### config.mk
export PLATFORM = sky130hd
export DESIGN_NAME = double_ended_stack_allocator_unit
export DESIGN_NICKNAME = d
export VERILOG_FILES = /design/src/sv/desa_pkg.sv /design/src/sv/desa_size_stack.sv /design/src/sv/double_ended_stack_allocator_unit.sv
export VERILOG_INCLUDE_DIRS = /design/src /design/src/sv
export SDC_FILE = /design/constraint.sdc
export NUM_CORES = 1
export LEC_CHECK = 0
export BUFFER_PORTS_ARGS = -buffer_cell sky130_fd_sc_hd__buf_4
export CAP_MARGIN = 25
export CORE_MARGIN = 3
export CORE_UTILIZATION = 50
export DETAILED_ROUTE_END_ITERATION = 8
export GPL_TIMING_DRIVEN = 0
export PLACE_DENSITY = 0.64
export SETUP_SLACK_MARGIN = 0.1
export SLEW_MARGIN = 20
export SYNTH_ARGS = -nofsm -noshare
export SYNTH_HDL_FRONTEND = slang
export SYNTH_HIERARCHICAL = 1
export SYNTH_SLANG_ARGS = --single-unit
### constraint.sdc
create_clock -name i_clk -period 17.7 [get_ports i_clk]
set_input_delay 3.54 -clock i_clk [delete_from_list [all_inputs] [get_ports i_clk]]
set_output_delay 3.54 -clock i_clk [all_outputs]
set_load 0.1 [all_outputs]
### src/sv/double_ended_stack_allocator_unit_macros.svh
// assertion macros for the double-ended stack allocator
// used by the top level only, no other dependencies
`ifndef DOUBLE_ENDED_STACK_ALLOCATOR_UNIT_MACROS_SVH
`define DOUBLE_ENDED_STACK_ALLOCATOR_UNIT_MACROS_SVH

// same-cycle implication, disabled while reset is asserted
`define DESA_ASSERT_IMPL(lbl, clk, rst_n, ante, cons, msg) \
    lbl: assert property (@(posedge clk) disable iff (!rst_n) (ante) |-> (cons)) \
        else $error(msg);

// next-cycle implication, disabled while reset is asserted
`define DESA_ASSERT_NEXT(lbl, clk, rst_n, ante, cons, msg) \
    lbl: assert property (@(posedge clk) disable iff (!rst_n) (ante) |=> (cons)) \
        else $error(msg);

`endif

### src/sv/desa_pkg.sv
// shared types and constants for the double-ended stack allocator
// no dependencies
package desa_pkg;

    localparam int ADDR_BITS_DEF   = 16;
    localparam int STACK_DEPTH_DEF = 16;

    localparam int CMD_W    = 3;
    localparam int SIZE_W   = 17;
    localparam int ALIGN_W  = 4;
    localparam int FADDR_W  = 16;
    localparam int ADDR_W   = 16;
    localparam int STATUS_W = 3;

    localparam int IN_TDATA_W  = 40;
    localparam int OUT_TDATA_W = 16;

    localparam logic [SIZE_W-1:0] POOL_RESET = 17'h10000;

    // commands
    localparam logic [CMD_W-1:0] CMD_ALLOC_FRONT = 3'd0;
    localparam logic [CMD_W-1:0] CMD_ALLOC_BACK  = 3'd1;
    localparam logic [CMD_W-1:0] CMD_FREE_FRONT  = 3'd2;
    localparam logic [CMD_W-1:0] CMD_FREE_BACK   = 3'd3;
    localparam logic [CMD_W-1:0] CMD_RESET       = 3'd4;

    // result status codes
    localparam logic [STATUS_W-1:0] ST_OK      = 3'd0;
    localparam logic [STATUS_W-1:0] ST_OOM     = 3'd1;
    localparam logic [STATUS_W-1:0] ST_EMPTY   = 3'd2;
    localparam logic [STATUS_W-1:0] ST_BADADDR = 3'd3;
    localparam logic [STATUS_W-1:0] ST_FULL    = 3'd4;

    // operation on one size stack
    typedef struct packed {
        logic push;
        logic pop;
        logic clear;
    } t_stack_op;

endpackage

### src/sv/desa_size_stack.sv
// chunk size stack for one end of the pool: fill count plus memory
// depends on desa_pkg
module desa_size_stack #(
    parameter int STACK_DEPTH = desa_pkg::STACK_DEPTH_DEF,
    parameter int CNT_W       = $clog2(STACK_DEPTH + 1)
) (
    input  logic                        i_clk,
    input  logic                        i_rst_n,
    input  desa_pkg::t_stack_op         i_op,
    input  logic [desa_pkg::SIZE_W-1:0] i_push_size,
    output logic [CNT_W-1:0]            o_count,
    output logic [desa_pkg::SIZE_W-1:0] o_top
);

    localparam int IDX_W = $clog2(STACK_DEPTH);

    logic [desa_pkg::SIZE_W-1:0] r_mem [STACK_DEPTH];
    logic [desa_pkg::SIZE_W-1:0] r_top;
    logic [CNT_W-1:0]            r_count;
    logic [CNT_W-1:0]            n_count;
    logic [CNT_W-1:0]            rd_cnt;
    logic [IDX_W-1:0]            rd_idx;
    logic [IDX_W-1:0]            wr_idx;

    always_comb begin
        priority if (i_op.clear) begin
            n_count = '0;
        end else if (i_op.push) begin
            n_count = r_count + CNT_W'(1);
        end else if (i_op.pop) begin
            n_count = r_count - CNT_W'(1);
        end else begin
            n_count = r_count;
        end
    end

    // read the entry that will be on top next cycle
    assign rd_cnt = n_count - CNT_W'(1);
    assign rd_idx = rd_cnt[IDX_W-1:0];
    assign wr_idx = r_count[IDX_W-1:0];

    always_ff @(posedge i_clk) begin
        if (!i_rst_n) begin
            r_count <= '0;
        end else begin
            r_count <= n_count;
        end
    end

    always_ff @(posedge i_clk) begin
        if (i_op.push) begin
            r_mem[wr_idx] <= i_push_size;
        end
        // forward a push to the same entry
        if (i_op.push && (wr_idx == rd_idx)) begin
            r_top <= i_push_size;
        end else begin
            r_top <= r_mem[rd_idx];
        end
    end

    assign o_count = r_count;
    assign o_top   = r_top;

endmodule

### src/sv/double_ended_stack_allocator_unit.sv
// double-ended stack allocator: a command passes the input register and then the result
// register, whose valid flag drives tvalid; throughput one command per cycle while the
// output is not stalled; each command runs in an execute stage that reads and updates the
// markers and the registered top-of-stack entries of both size stacks; a stalled output
// holds the execute stage and then the input register; pool size writes take effect at the
// next reset command; synchronous active-low reset clears the back marker, counts and valid
// flags, sets the front marker to the pool top and restores pool size 65536
`include "double_ended_stack_allocator_unit_macros.svh"

module double_ended_stack_allocator_unit #(
    parameter int ADDR_BITS   = desa_pkg::ADDR_BITS_DEF,
    parameter int STACK_DEPTH = desa_pkg::STACK_DEPTH_DEF
) (
    input  logic                             i_clk,
    input  logic                             i_rst_n,
    // configuration write channel: pool size in bytes
    input  logic                             i_cfg_valid,
    output logic                             o_cfg_ready,
    input  logic [desa_pkg::SIZE_W-1:0]      i_cfg_data,
    // command stream
    input  logic                             s_axis_tvalid,
    output logic                             s_axis_tready,
    // chunk_size[16:0], align_log2[20:17], free_address[36:21], zero pad
    input  logic [desa_pkg::IN_TDATA_W-1:0]  s_axis_tdata,
    // command[2:0]
    input  logic [desa_pkg::CMD_W-1:0]       s_axis_tuser,
    // result stream
    output logic                             m_axis_tvalid,
    input  logic                             m_axis_tready,
    // address[15:0]
    output logic [desa_pkg::OUT_TDATA_W-1:0] m_axis_tdata,
    // status[2:0]
    output logic [desa_pkg::STATUS_W-1:0]    m_axis_tuser
);

    localparam int MW    = ADDR_BITS + 1;                  // marker width
    localparam int WW    = ((MW > desa_pkg::SIZE_W) ? MW : desa_pkg::SIZE_W) + 2;
    localparam int CNT_W = $clog2(STACK_DEPTH + 1);
    localparam int AM_W  = (1 << desa_pkg::ALIGN_W) - 1;   // alignment mask width

    localparam logic [WW-1:0] CAP       = WW'(1) << ADDR_BITS;
    localparam logic [WW-1:0] RST_POOL  = WW'(desa_pkg::POOL_RESET);
    localparam logic [WW-1:0] RST_FRONT = (RST_POOL > CAP) ? CAP : RST_POOL;
    localparam logic [CNT_W-1:0] DEPTH  = CNT_W'(STACK_DEPTH);

    // configuration
    logic [desa_pkg::SIZE_W-1:0] r_pool_bytes;

    // input register
    logic                         r_in_valid;
    logic [desa_pkg::CMD_W-1:0]   r_cmd;
    logic [desa_pkg::SIZE_W-1:0]  r_size;
    logic [desa_pkg::ALIGN_W-1:0] r_align;
    logic [desa_pkg::FADDR_W-1:0] r_faddr;

    // allocator state
    logic [MW-1:0] r_back_marker;
    logic [MW-1:0] r_front_marker;
    logic [MW-1:0] n_back_marker;
    logic [MW-1:0] n_front_marker;

    // result register
    logic                          r_out_valid;
    logic [desa_pkg::ADDR_W-1:0]   r_out_addr;
    logic [desa_pkg::STATUS_W-1:0] r_out_status;
    logic [desa_pkg::ADDR_W-1:0]   n_out_addr;
    logic [desa_pkg::STATUS_W-1:0] n_out_status;

    // size stacks
    desa_pkg::t_stack_op         front_op;
    desa_pkg::t_stack_op         back_op;
    logic [CNT_W-1:0]            front_count;
    logic [CNT_W-1:0]            back_count;
    logic [desa_pkg::SIZE_W-1:0] front_top;
    logic [desa_pkg::SIZE_W-1:0] back_top;

    // handshake
    logic advance;   // execute stage may move on
    logic exec;      // a command executes this cycle
    logic in_hs;

    // execute datapath
    logic [AM_W-1:0] amask_n;
    logic [WW-1:0]   amask;
    logic [WW-1:0]   size_w;
    logic [WW-1:0]   front_w;
    logic [WW-1:0]   back_w;
    logic [WW-1:0]   front_top_w;
    logic [WW-1:0]   back_top_w;
    logic [WW-1:0]   faddr_w;
    logic [WW-1:0]   pool_w;
    logic [WW-1:0]   pool_size;
    logic [WW-1:0]   front_pos;
    logic [WW-1:0]   back_pos;
    logic [WW-1:0]   back_end;
    logic [WW-1:0]   back_base;

    assign o_cfg_ready   = 1'b1;
    assign advance       = !r_out_valid || m_axis_tready;
    assign exec          = r_in_valid && advance;
    assign s_axis_tready = !r_in_valid || advance;
    assign in_hs         = s_axis_tvalid && s_axis_tready;

    // widen everything to one working width so that compares and sums cannot wrap
    assign amask_n     = AM_W'((AM_W + 1)'(1) << r_align) - AM_W'(1);
    assign amask       = WW'(amask_n);
    assign size_w      = WW'(r_size);
    assign front_w     = WW'(r_front_marker);
    assign back_w      = WW'(r_back_marker);
    assign front_top_w = WW'(front_top);
    assign back_top_w  = WW'(back_top);
    assign faddr_w     = WW'(r_faddr);
    assign pool_w      = WW'(r_pool_bytes);
    assign pool_size   = (pool_w > CAP) ? CAP : pool_w;

    // front chunk sits at the aligned-down position below the front marker
    assign front_pos = (front_w - size_w) & ~amask;
    // back chunk sits at the aligned-up back marker
    assign back_pos  = (back_w + amask) & ~amask;
    assign back_end  = back_pos + size_w;
    // start of the top back chunk
    assign back_base = back_w - back_top_w;

    always_comb begin
        n_back_marker  = r_back_marker;
        n_front_marker = r_front_marker;
        n_out_addr     = '0;
        n_out_status   = desa_pkg::ST_OK;
        front_op       = '0;
        back_op        = '0;
        unique case (r_cmd)
            desa_pkg::CMD_ALLOC_FRONT: begin
                priority if (front_count >= DEPTH) begin
                    n_out_status = desa_pkg::ST_FULL;
                end else if (size_w > front_w) begin
                    n_out_status = desa_pkg::ST_OOM;
                end else if (front_pos < back_w) begin
                    n_out_status = desa_pkg::ST_OOM;
                end else begin
                    n_front_marker = front_pos[MW-1:0];
                    n_out_addr     = front_pos[desa_pkg::ADDR_W-1:0];
                    front_op.push  = exec;
                end
            end
            desa_pkg::CMD_ALLOC_BACK: begin
                priority if (back_count >= DEPTH) begin
                    n_out_status = desa_pkg::ST_FULL;
                end else if (back_end > front_w) begin
                    n_out_status = desa_pkg::ST_OOM;
                end else begin
                    n_back_marker = back_end[MW-1:0];
                    n_out_addr    = back_pos[desa_pkg::ADDR_W-1:0];
                    back_op.push  = exec;
                end
            end
            desa_pkg::CMD_FREE_FRONT: begin
                priority if (front_count == '0) begin
                    n_out_status = desa_pkg::ST_EMPTY;
                end else if (faddr_w != front_w) begin
                    n_out_status = desa_pkg::ST_BADADDR;
                end else begin
                    n_front_marker = MW'(front_w + front_top_w);
                    front_op.pop   = exec;
                end
            end
            desa_pkg::CMD_FREE_BACK: begin
                priority if (back_count == '0) begin
                    n_out_status = desa_pkg::ST_EMPTY;
                end else if ((back_top_w > back_w) || (faddr_w != back_base)) begin
                    n_out_status = desa_pkg::ST_BADADDR;
                end else begin
                    n_back_marker = back_base[MW-1:0];
                    back_op.pop   = exec;
                end
            end
            desa_pkg::CMD_RESET: begin
                n_back_marker  = '0;
                n_front_marker = pool_size[MW-1:0];
                front_op.clear = exec;
                back_op.clear  = exec;
            end
            default: begin
                // unused command codes: no state change, status ok
            end
        endcase
    end

    desa_size_stack #(
        .STACK_DEPTH (STACK_DEPTH),
        .CNT_W       (CNT_W)
    ) u_front_stack (
        .i_clk       (i_clk),
        .i_rst_n     (i_rst_n),
        .i_op        (front_op),
        .i_push_size (r_size),
        .o_count     (front_count),
        .o_top       (front_top)
    );

    desa_size_stack #(
        .STACK_DEPTH (STACK_DEPTH),
        .CNT_W       (CNT_W)
    ) u_back_stack (
        .i_clk       (i_clk),
        .i_rst_n     (i_rst_n),
        .i_op        (back_op),
        .i_push_size (r_size),
        .o_count     (back_count),
        .o_top       (back_top)
    );

    // control state
    always_ff @(posedge i_clk) begin
        if (!i_rst_n) begin
            r_pool_bytes   <= desa_pkg::POOL_RESET;
            r_in_valid     <= 1'b0;
            r_out_valid    <= 1'b0;
            r_back_marker  <= '0;
            r_front_marker <= RST_FRONT[MW-1:0];
        end else begin
            if (i_cfg_valid) begin
                r_pool_bytes <= i_cfg_data;
            end
            if (s_axis_tready) begin
                r_in_valid <= s_axis_tvalid;
            end
            if (advance) begin
                r_out_valid <= r_in_valid;
            end
            if (exec) begin
                r_back_marker  <= n_back_marker;
                r_front_marker <= n_front_marker;
            end
        end
    end

    // payload registers
    always_ff @(posedge i_clk) begin
        if (in_hs) begin
            r_size  <= s_axis_tdata[16:0];
            r_align <= s_axis_tdata[20:17];
            r_faddr <= s_axis_tdata[36:21];
            r_cmd   <= s_axis_tuser;
        end
        if (exec) begin
            r_out_addr   <= n_out_addr;
            r_out_status <= n_out_status;
        end
    end

    assign m_axis_tvalid = r_out_valid;
    assign m_axis_tdata  = r_out_addr;
    assign m_axis_tuser  = r_out_status;

    // the two stacks never overlap
    `DESA_ASSERT_IMPL(a_markers_ordered, i_clk, i_rst_n, 1'b1, r_back_marker <= r_front_marker, "back marker passed front marker")

    // fill counts stay within the stack depth
    `DESA_ASSERT_IMPL(a_counts_bounded, i_clk, i_rst_n, 1'b1, (front_count <= DEPTH) && (back_count <= DEPTH), "size stack count beyond depth")

    // a failed transaction carries address zero
    `DESA_ASSERT_IMPL(a_fail_addr_zero, i_clk, i_rst_n, r_out_valid && (r_out_status != desa_pkg::ST_OK), r_out_addr == '0, "failed transaction with nonzero address")

    // a reset command empties both stacks
    `DESA_ASSERT_NEXT(a_reset_cmd_clears, i_clk, i_rst_n, exec && (r_cmd == desa_pkg::CMD_RESET), (front_count == '0) && (back_count == '0) && (r_back_marker == '0), "reset command left state behind")

endmodule
==> flow_metrics.tcl, run 1 <==
set metrics [dict create \
    netlist_instances 2177 \
    antenna_found_initial 1 \
    crit_slowest_cell "and2_1" \
    maxCapViolations 0 \
    ys_seq_area_frac 0.611 \
    area_growth_pct 14.0 \
    hold_viol_final 0 \
    grt_overflow 0 \
    crit_required_ns 17.92 \
    tns_ns 0 \
    min_to "m_axis_tvalid" \
    num_rows 92 \
    ys_top_cells_by_count "603 x edfxtp_1, 130 x mux4_2, 128 x inv_1" \
    grt_util_met2 0.390 \
    top_usage_layer "met1" \
    met3_usage 0.0414 \
    swShare 0.252 \
    hpwl_um 63100 \
    path_clk_slew_ns 0.06 \
    critical_path_class "reg2reg" \
    mappedNetlistNets 2372 \
    power_frac_seq 0.490 \
    yosysWarnings 6 \
    reg2reg_slack_ns 6.76 \
    slew_violations 0 \
    cp_max_fo 17 \
    async_flop_share 0 \
    vdd.ir_drop.worst_mv 0.0929 \
    hold_buffers 0 \
    critPathCaptureType "flop" \
    power_frac_clock 0.395 \
    grt_pass1_vias 19400 \
    htreeDepth 3 \
    finalPower_mw 3.62 \
    synthFlopType "edfxtp_1" \
    core-area_um2 63200 \
    hp-class "reg2reg" \
    io_buffers 81 \
    pwr-share-comb 0.116 \
    status "completed" \
    power.density_nw_per_um2 99.3 \
    min_path_cells 2 \
    yosysTopAreaCell "edfxtp_1" \
    slew_headroom 0.267 \
    cts_tree "built" \
    dr.pass1.iters 6 \
    netlist_area_um2 32000 \
    drc_errors 0 \
    wl_per_cell_um 26.6 \
    drive_gt1_frac 0.169 \
    cts_buffer_depth 3 \
    die-width_um 259 \
    n_fill_cell 4853 \
    insertion_delay_ns 0.64 \
    finalCriticalPeriod_ns 10.94 \
    clock-root-buffer "clkbuf_16" \
    die_h_um 259 \
    drt_iter0_drc 2100 \
    reg2reg_from "r_align[3]" \
    yosys.area.top_type_share 0.567 \
    ios 87 \
    postCtsSetupBuffers 0 \
    cts-resized-gates 0 \
    fmax_ghz 0.0914 \
    die_area_um2 67000 \
    gp_congestion 0.925 \
    use_met1 0.390 \
    cts_buffers 72 \
    drt-total-wl_um 87100 \
    worstReg2RegEnd "u_back_stack/r_mem[1][4]" \
    startpoint_type "flop" \
    nNetsFinal 2557 \
    ant_nets 0 \
    synth_area_leaders "edfxtp_1 57%, mux4_2 9.2%, ha_1 4.9%, dfxtp_1 4.4%, xnor2_1 1.9%" \
    vias 20300 \
    r2r_cells 36 \
    synth_seq_cells 674 \
    cpPeakStageDelay_ns 0.86 \
    skew_ns 0.0452 \
    grt_setup_unrepaired "no" \
    finalCritPeriodShare 0.618 \
    synth_edf_count 603 \
    syn_area_per_cell_um2 14.7 \
    p_leak_nw 13.2 \
    internal-power_mw 2.70 \
    vias_per_cell 6.22 \
    start_util 0.506 \
    grt_max_degree 41 \
    grt_pass1_wl_um 127000 \
    p_sw_mw 0.913 \
    clock_sinks 674 \
    hp-start "r_in_valid" \
    setup_viol 0 \
    grt.total_usage 0.260 \
    synth_most_common_cell "edfxtp_1" \
    arrival_ns 11.16 \
    tightest_slew_ns 1.09 \
    ys_types 88 \
    fin_util 0.577 \
]
==> sequential cells by signal, summed over array words and instances (netlist names), 4 cells and up, named ones only <==
register / count
r_align: 4
r_faddr: 16
u_front_stack/r_mem: 272
u_back_stack/o_count: 5
r_front_marker: 17
u_back_stack/r_mem: 272
r_size: 17
m_axis_tdata: 16
r_pool_bytes: 17
u_front_stack/o_count: 5
r_back_marker: 17
==> per-stage QoR <==
step / std cells / hold WS [ns] / setup WS [ns] / cell area, µm²
after global routing: 3265 / 0.561 / 5.92 / 36400
after detailed placement: 3133 / 0.514 / 6.92 / 34100
after global placement: 3104 / 0.502 / 6.99 / 33600
final: 3270 / 0.517 / 6.76 / 36400
after floorplan: 2177 / 0.464 / 9.43 / 32000
after CTS: 3264 / 0.523 / 6.85 / 36400
==> power by group through the flow <==
stage,Sequential (mW),Combinational [mW],Clock (mW)
2_1_floorplan,1.81,0.254,0
3_3_place_gp,1.83,0.371,0
3_5_place_dp,1.80,0.411,0
4_1_cts,1.77,0.413,1.46
5_1_grt,1.77,0.454,1.52
6_report,1.77,0.419,1.43
==> routing by layer <==
metal,vias to the layer above,part of all wire
li1,8993,-
met5,-,0
met2,825,0.45
met4,0,0.031
met1,10400,0.44
met3,128,0.081
==> how the worst max path moves through the flow <==
stage | slack, ns | to | startpoint | depth (start not counted)
CTS | 6.85 | u_back_stack/r_mem[1][4] | r_align[3] | 36
floorplan | 9.43 | u_back_stack/r_mem[0][0] | r_align[3] | 36
finish | 6.76 | u_back_stack/r_mem[1][4] | r_align[3] | 36
detailed placement | 6.92 | u_back_stack/r_mem[1][9] | r_align[3] | 36
global placement | 6.99 | u_back_stack/r_mem[1][10] | r_align[3] | 36
global route | 5.92 | u_back_stack/r_mem[1][4] | r_align[3] | 36
==> worst max-delay path, delay by kind of cell (launching register included) <==
kind	cells	cell delay (ns)
and+or+nand+nor	9	3.43
AOI/OAI and AO/OA	14	3.29
buffers and inverters	6	1.28
adders and majority gates	4	1.25
xor gates and xnor gates	3	0.80
DFF	1	0.41
==> logic make-up after synthesis <==
logic type               share of synthesized area
other                                     0.000117
multiplexers                                 0.103
XOR/XNOR                                    0.0281
AND/OR/NAND/NOR                             0.0718
AO/OA/AOI/OAI                                0.104
buffers and inverters                       0.0295
flip-flops                                   0.611
adder cells (fa/ha/maj)                     0.0521
==> cell usage in the layout (no fill, tap or decap), types with 19 or more instances in the layout <==
| cell | n |
|---|---|
| a211oi_1 | 32 |
| a21o_1 | 34 |
| a21oi_1 | 81 |
| a221oi_1 | 20 |
| a22oi_1 | 72 |
| and2_1 | 42 |
| buf_4 | 82 |
| buf_8 | 28 |
| clkbuf_1 | 76 |
| clkbuf_16 | 74 |
| dfxtp_1 | 71 |
| edfxtp_1 | 603 |
| ha_1 | 125 |
| inv_1 | 128 |
| mux2i_1 | 22 |
| mux4_2 | 130 |
| nand2_1 | 90 |
| nand2b_1 | 21 |
| nor2_1 | 117 |
| nor2b_1 | 19 |
| nor3_1 | 26 |
| o21a_1 | 21 |
| o21ai_0 | 51 |
| xnor2_1 | 68 |
| xor2_1 | 32 |
==> final cells by class <==
| type | count | area (µm²) | area share |
|---|---|---|---|
| clock buffers | 95 | 1930 | 0.0530 |
| inverters | 129 | 484 | 0.0133 |
| clock inverters | 36 | 335 | 0.00920 |
| flip-flops and latches | 674 | 19500 | 0.536 |
| well taps | 846 | 1060 | 0.0291 |
| multi-input cells | 1284 | 11500 | 0.315 |
| plain buffers | 90 | 459 | 0.0126 |
| repair buffers | 111 | 1130 | 0.0311 |
| diodes | 5 | 12.5 | 0.000343 |
(Power assumes the default switching activity.)
==> run 2, diff against run 1 <==
--- a/config.mk
+++ b/config.mk
@@ -12,7 +12,7 @@
 export CORE_UTILIZATION = 50
 export DETAILED_ROUTE_END_ITERATION = 8
 export GPL_TIMING_DRIVEN = 0
-export PLACE_DENSITY = 0.64
+export PLACE_DENSITY = 0.67
 export SETUP_SLACK_MARGIN = 0.1
 export SLEW_MARGIN = 20
 export SYNTH_ARGS = -nofsm -noshare
==> constraint.sdc (replaced) <==
create_clock -name i_clk -period 8.8 [get_ports i_clk]
set_input_delay 1.76 -clock i_clk [delete_from_list [all_inputs] [get_ports i_clk]]
set_output_delay 1.76 -clock i_clk [all_outputs]
set_load 0.1 [all_outputs]
==> run 2 against run 1 <==
Effect of this change: register-to-register slack got worse by 6.3 ns; total power increased by 100%; via count grew 0.89%; sequential power grew 100%; hold slack better by 0.012 ns; wire length is 2.8% higher; largest power group unchanged; clock power increased by 110%.
==> flow_metrics.tcl, run 2 (synthesis gave the netlist of run 1 again) <==
set metrics [dict create \
    reg2reg_from "r_align[3]" \
    slew_violations 0 \
    swShare 0.251 \
    finalCriticalPeriod_ns 8.34 \
    skew_ns 0.0510 \
    startpoint_type "flop" \
    htreeDepth 3 \
    reg_top3 "u_back_stack/r_mem x272, u_front_stack/r_mem x272" \
    grt_util_met2 0.415 \
    grt_max_degree 41 \
    vias 20500 \
    tightest_slew_ns 1.09 \
    grt_pass1_wl_um 132000 \
    worstReg2RegEnd "u_back_stack/r_mem[0][3]" \
    core-area_um2 63200 \
    arrival_ns 8.67 \
    crit_slowest_cell "edfxtp_1" \
    cpPeakStageDelay_ns 0.41 \
    vdd.ir_drop.worst_mv 0.180 \
    fin_ws_ns 0.455 \
    grt_setup_unrepaired "no" \
    wl_per_cell_um 27.1 \
    cts_buffer_depth 3 \
    ios 87 \
    nNetsFinal 2598 \
    die-width_um 259 \
    clock-root-buffer "clkbuf_16" \
    io_buffers 81 \
    num_rows 92 \
    drive_gt1_frac 0.199 \
    p_leak_nw 13.6 \
    antenna_found_initial 4 \
    clock_sinks 674 \
    insertion_delay_ns 0.64 \
    reg2reg_slack_ns 0.46 \
    p_sw_mw 1.86 \
    status "completed" \
    hold_viol_final 0 \
    drc_errors 0 \
    critical_path.startpoint "r_align[3]" \
    finalCritPeriodShare 0.948 \
    area_growth_pct 16.7 \
    gp_congestion 0.956 \
    start_util 0.506 \
    critical_path_class "reg2reg" \
    pwr-share-comb 0.117 \
    slew_headroom 0.274 \
    met3_usage 0.0508 \
    crit_required_ns 9.12 \
    grt.total_usage 0.268 \
    dr.pass1.iters 5 \
    final_common_cell "edfxtp_1" \
    critPathCaptureType "flop" \
    die_area_um2 67000 \
    post-place-ws_ns -1.95 \
    ant_nets 0 \
    vias_per_cell 6.20 \
    die_h_um 259 \
    fmax_ghz 0.120 \
    power.density_nw_per_um2 199 \
    final_cell_mix "603 x edfxtp_1, 130 x mux4_2, 128 x inv_1" \
    grt_overflow 0 \
    cts_tree "built" \
    top_usage_layer "met2" \
    n_fill_cell 4768 \
    hp-class "reg2reg" \
    use_met1 0.384 \
    grt_pass1_vias 20100 \
    power_frac_seq 0.480 \
    holdWs_ns 0.529 \
    internal-power_mw 5.55 \
    drt-total-wl_um 89500 \
    drt_iter0_drc 2258 \
    maxCapViolations 0 \
    cts_buffers 72 \
    hpwl_um 63300 \
    setup_viol 0 \
    r2r_cells 37 \
    path_clk_slew_ns 0.06 \
    endpoint "u_back_stack/r_mem[0][3]" \
    power_frac_clock 0.403 \
    cp_max_fo 10 \
]
## run 2: cell type report
| cell class | count | area [µm²] | share of cell area |
|---|---|---|---|
| well taps | 846 | 1060 | 0.0284 |
| multi-input cells | 1288 | 11700 | 0.313 |
| repair buffers | 149 | 1710 | 0.0458 |
| inverters | 129 | 484 | 0.0130 |
| clock buffers | 89 | 1890 | 0.0505 |
| diodes | 1 | 2.50 | 0.0000671 |
| clock inverters | 42 | 490 | 0.0131 |
| flip-flops and latches | 674 | 19500 | 0.523 |
| plain buffers | 89 | 467 | 0.0125 |
## run 2: repair_timing
action	in CTS	in global routing
gates cloned	4	0
setup endpoints to repair	311	530
resized for setup	53	15
pin swaps	13	5
hold buffers	0	0
buffers inserted	33	3
## run 2: worst min-delay path by stage
stage,startpoint,to,cells past startpoint
2_1_floorplan,r_pool_bytes[16],r_pool_bytes[16],2
3_3_place_gp,r_in_valid,m_axis_tvalid,2
3_5_place_dp,r_pool_bytes[12],r_pool_bytes[12],2
4_1_cts,r_in_valid,m_axis_tvalid,2
5_1_grt,r_size[5],u_front_stack/r_mem[10][5],0
6_report,r_pool_bytes[12],r_pool_bytes[12],2
## run 2: power groups by stage
| stage | registers [mW] | logic [mW] | clock network (mW) |
|---|---|---|---|
| after floorplan | 3.65 | 0.511 | 0 |
| after global placement | 3.67 | 0.741 | 0 |
| after detailed placement | 3.62 | 0.828 | 0 |
| after CTS | 3.56 | 0.847 | 3.04 |
| after global routing | 3.56 | 0.935 | 3.17 |
| final | 3.56 | 0.867 | 2.99 |
## run 2: critical path: cells and delay by family (launching register included)
kind / cells / cell delay [ns]
AOI/OAI and AO/OA: 14 / 2.56
and+or+nand+nor: 9 / 2.11
adders and majority gates: 4 / 1.27
buffers and inverters: 7 / 1.15
xor gates and xnor gates: 3 / 0.52
DFF: 1 / 0.41
## run 2: metal layers
metal / vias to the layer above / wire length [µm]
met5: - / 0
met4: 0 / 3070
met3: 143 / 6790
met2: 824 / 41300
met1: 10500 / 38300
li1: 9062 / -
## run 2: through the flow
stage               area, µm²  total power [mW]  cells  utilization  setup TNS (ns)
finish                  37300              7.41   3307        0.590               0
detailed placement      34200              4.45   3134        0.541         -510.68
CTS                     37200              7.45   3302        0.589               0
global route            37300              7.67   3306        0.590               0
global placement        33600              4.41   3104        0.532         -573.96
floorplan               32000              4.16   2177            -               0
==> run 3, diff against run 2 <==
--- a/config.mk
+++ b/config.mk
@@ -9,10 +9,10 @@
 export BUFFER_PORTS_ARGS = -buffer_cell sky130_fd_sc_hd__buf_4
 export CAP_MARGIN = 25
 export CORE_MARGIN = 3
-export CORE_UTILIZATION = 50
+export CORE_UTILIZATION = 57
 export DETAILED_ROUTE_END_ITERATION = 8
 export GPL_TIMING_DRIVEN = 0
-export PLACE_DENSITY = 0.67
+export PLACE_DENSITY = 0.75
 export SETUP_SLACK_MARGIN = 0.1
 export SLEW_MARGIN = 20
 export SYNTH_ARGS = -nofsm -noshare
==> run 3 against run 2 <==
Effect of this change: combinational power about the same; sequential power hardly changed; core utilization is 7.6 points higher; maximum frequency is 1.2% lower; critical endpoint is now u_back_stack/r_mem[9][9].
==> flow_metrics.tcl, run 3 (synthesis gave the netlist of run 1 again) <==
set metrics [dict create \
    top_usage_layer "met2" \
    crit_required_ns 9.14 \
    gp_congestion 1.01 \
    drt_iter0_drc 2476 \
    instances_no_fill 3190 \
    arrival_ns 8.78 \
    num_antenna_cells 0 \
    clock_sinks 674 \
    start_util 0.578 \
    finalCritPeriodShare 0.959 \
    cpPeakStageDelay_ns 0.42 \
    tightest_slew_ns 1.07 \
    fin_area_um2 36900 \
    final_cell_mix "603 x edfxtp_1, 130 x mux4_2, 128 x inv_1" \
    reg_top3 "u_back_stack/r_mem x272, u_front_stack/r_mem x272" \
    grt.total_usage 0.302 \
    startpoint_type "flop" \
    dr.pass1.iters 6 \
    vias 20800 \
    die-width_um 243 \
    fin_util 0.667 \
    maxCapViolations 0 \
    final_common_cell "edfxtp_1" \
    cts_buffer_depth 3 \
    hp-class "reg2reg" \
    cp_max_fo 10 \
    path_clk_slew_ns 0.06 \
    setup_viol 0 \
    drt-total-wl_um 88700 \
    ios 87 \
    grt_setup_unrepaired "no" \
    status "completed" \
    grt_pass1_wl_um 131000 \
    holdWs_ns 0.523 \
    tns_ns 0 \
    cp_num_buf_inv 8 \
    critPathCaptureType "flop" \
    die_area_um2 58900 \
    wl_per_cell_um 27.8 \
    crit_family "compound AO/OA/AOI/OAI gates" \
    finalPower_mw 7.43 \
    use_met1 0.424 \
    power.density_nw_per_um2 202 \
    fmax_ghz 0.118 \
    ant_nets 0 \
    drc_errors 0 \
    cts_buffers 71 \
    grt_util_met2 0.471 \
    die_h_um 243 \
    cts_tree "built" \
    slew_violations 0 \
    skew_ns 0.0321 \
    htreeDepth 3 \
    antenna_found_initial 1 \
    hold_viol_final 0 \
    crit_slowest_cell "or4_1" \
    n_fill_cell 3767 \
    hpwl_um 61400 \
    drive_gt1_frac 0.197 \
    slew_headroom 0.286 \
    io_buffers 81 \
    critical_path_class "reg2reg" \
    area_growth_pct 15.4 \
    finalCriticalPeriod_ns 8.44 \
    grt_max_degree 41 \
    num_rows 86 \
    post-place-ws_ns -2.37 \
    core-area_um2 55300 \
    vias_per_cell 6.51 \
    post_dp_cell_area_um2 34000 \
    met3_usage 0.0559 \
    insertion_delay_ns 0.64 \
    nNetsFinal 2581 \
    fin_ws_ns 0.357 \
    grt_pass1_vias 20300 \
    vdd.ir_drop.worst_mv 0.207 \
    clock-root-buffer "clkbuf_16" \
    p_leak_nw 13.4 \
    dp_cells 3033 \
    grt_overflow 0 \
]
==> run 3: changes by cell type in the layout (fill, tap and decap cells not counted), sizes merged <==
| cell | delta |
|---|---|
| and2 | -1 |
| clkbuf | -6 |
| clkinv | +1 |
| buf | -15 |
| inv | +3 |
| clkinvlp | -1 |
| diode | -1 |
| bufinv | +1 |
==> run 3: path summary, 6_finish.rpt <==
kind / startpoint / to / slack, ns / depth (start not counted)
max: r_align[3] / u_back_stack/r_mem[9][9] / 0.36 / 39
min: r_in_valid / m_axis_tvalid / 0.52 / 2
max reg2reg: r_align[3] / u_back_stack/r_mem[9][9] / 0.36 / 39
min reg2reg: r_in_valid / m_axis_tvalid / 0.52 / 2
==> run 3: area by class of cell <==
| class | count | area [µm²] | share of cell area |
|---|---|---|---|
| Sequential cell | 674 | 19500 | 0.530 |
| Buffer | 89 | 469 | 0.0127 |
| Clock buffer | 83 | 1840 | 0.0499 |
| Multi-Input combinational cell | 1287 | 11700 | 0.317 |
| Inverter | 129 | 484 | 0.0131 |
| Clock inverter | 46 | 522 | 0.0141 |
| Timing Repair Buffer | 134 | 1390 | 0.0378 |
| Tap cell | 748 | 936 | 0.0254 |
==> run 3: routing by layer <==
layer	wire length, µm	vias to the layer above
met5	0	-
met4	3750	0
met3	7520	189
met2	41400	1025
met1	36100	10500
li1	-	9040
==> run 3: tightest hold or removal path: stages, from the launching register on <==
cell and delay (ns):
dfxtp_1 0.33, nor2_1 0.10, nor2_1 0.04
==> run 3: where the power goes <==
group / switching (mW) / total [mW] / internal, mW
Sequential: 0.0482 / 3.56 / 3.51
Clock: 1.29 / 3.00 / 1.71
Combinational: 0.529 / 0.869 / 0.340
==> run 3: what timing repair did <==
action	in CTS	in global routing
gates resized for setup	52	19
endpoints found under the setup margin	315	562
gates cloned	3	0
hold buffers	0	0
pin swaps	14	9
buffers inserted	17	9
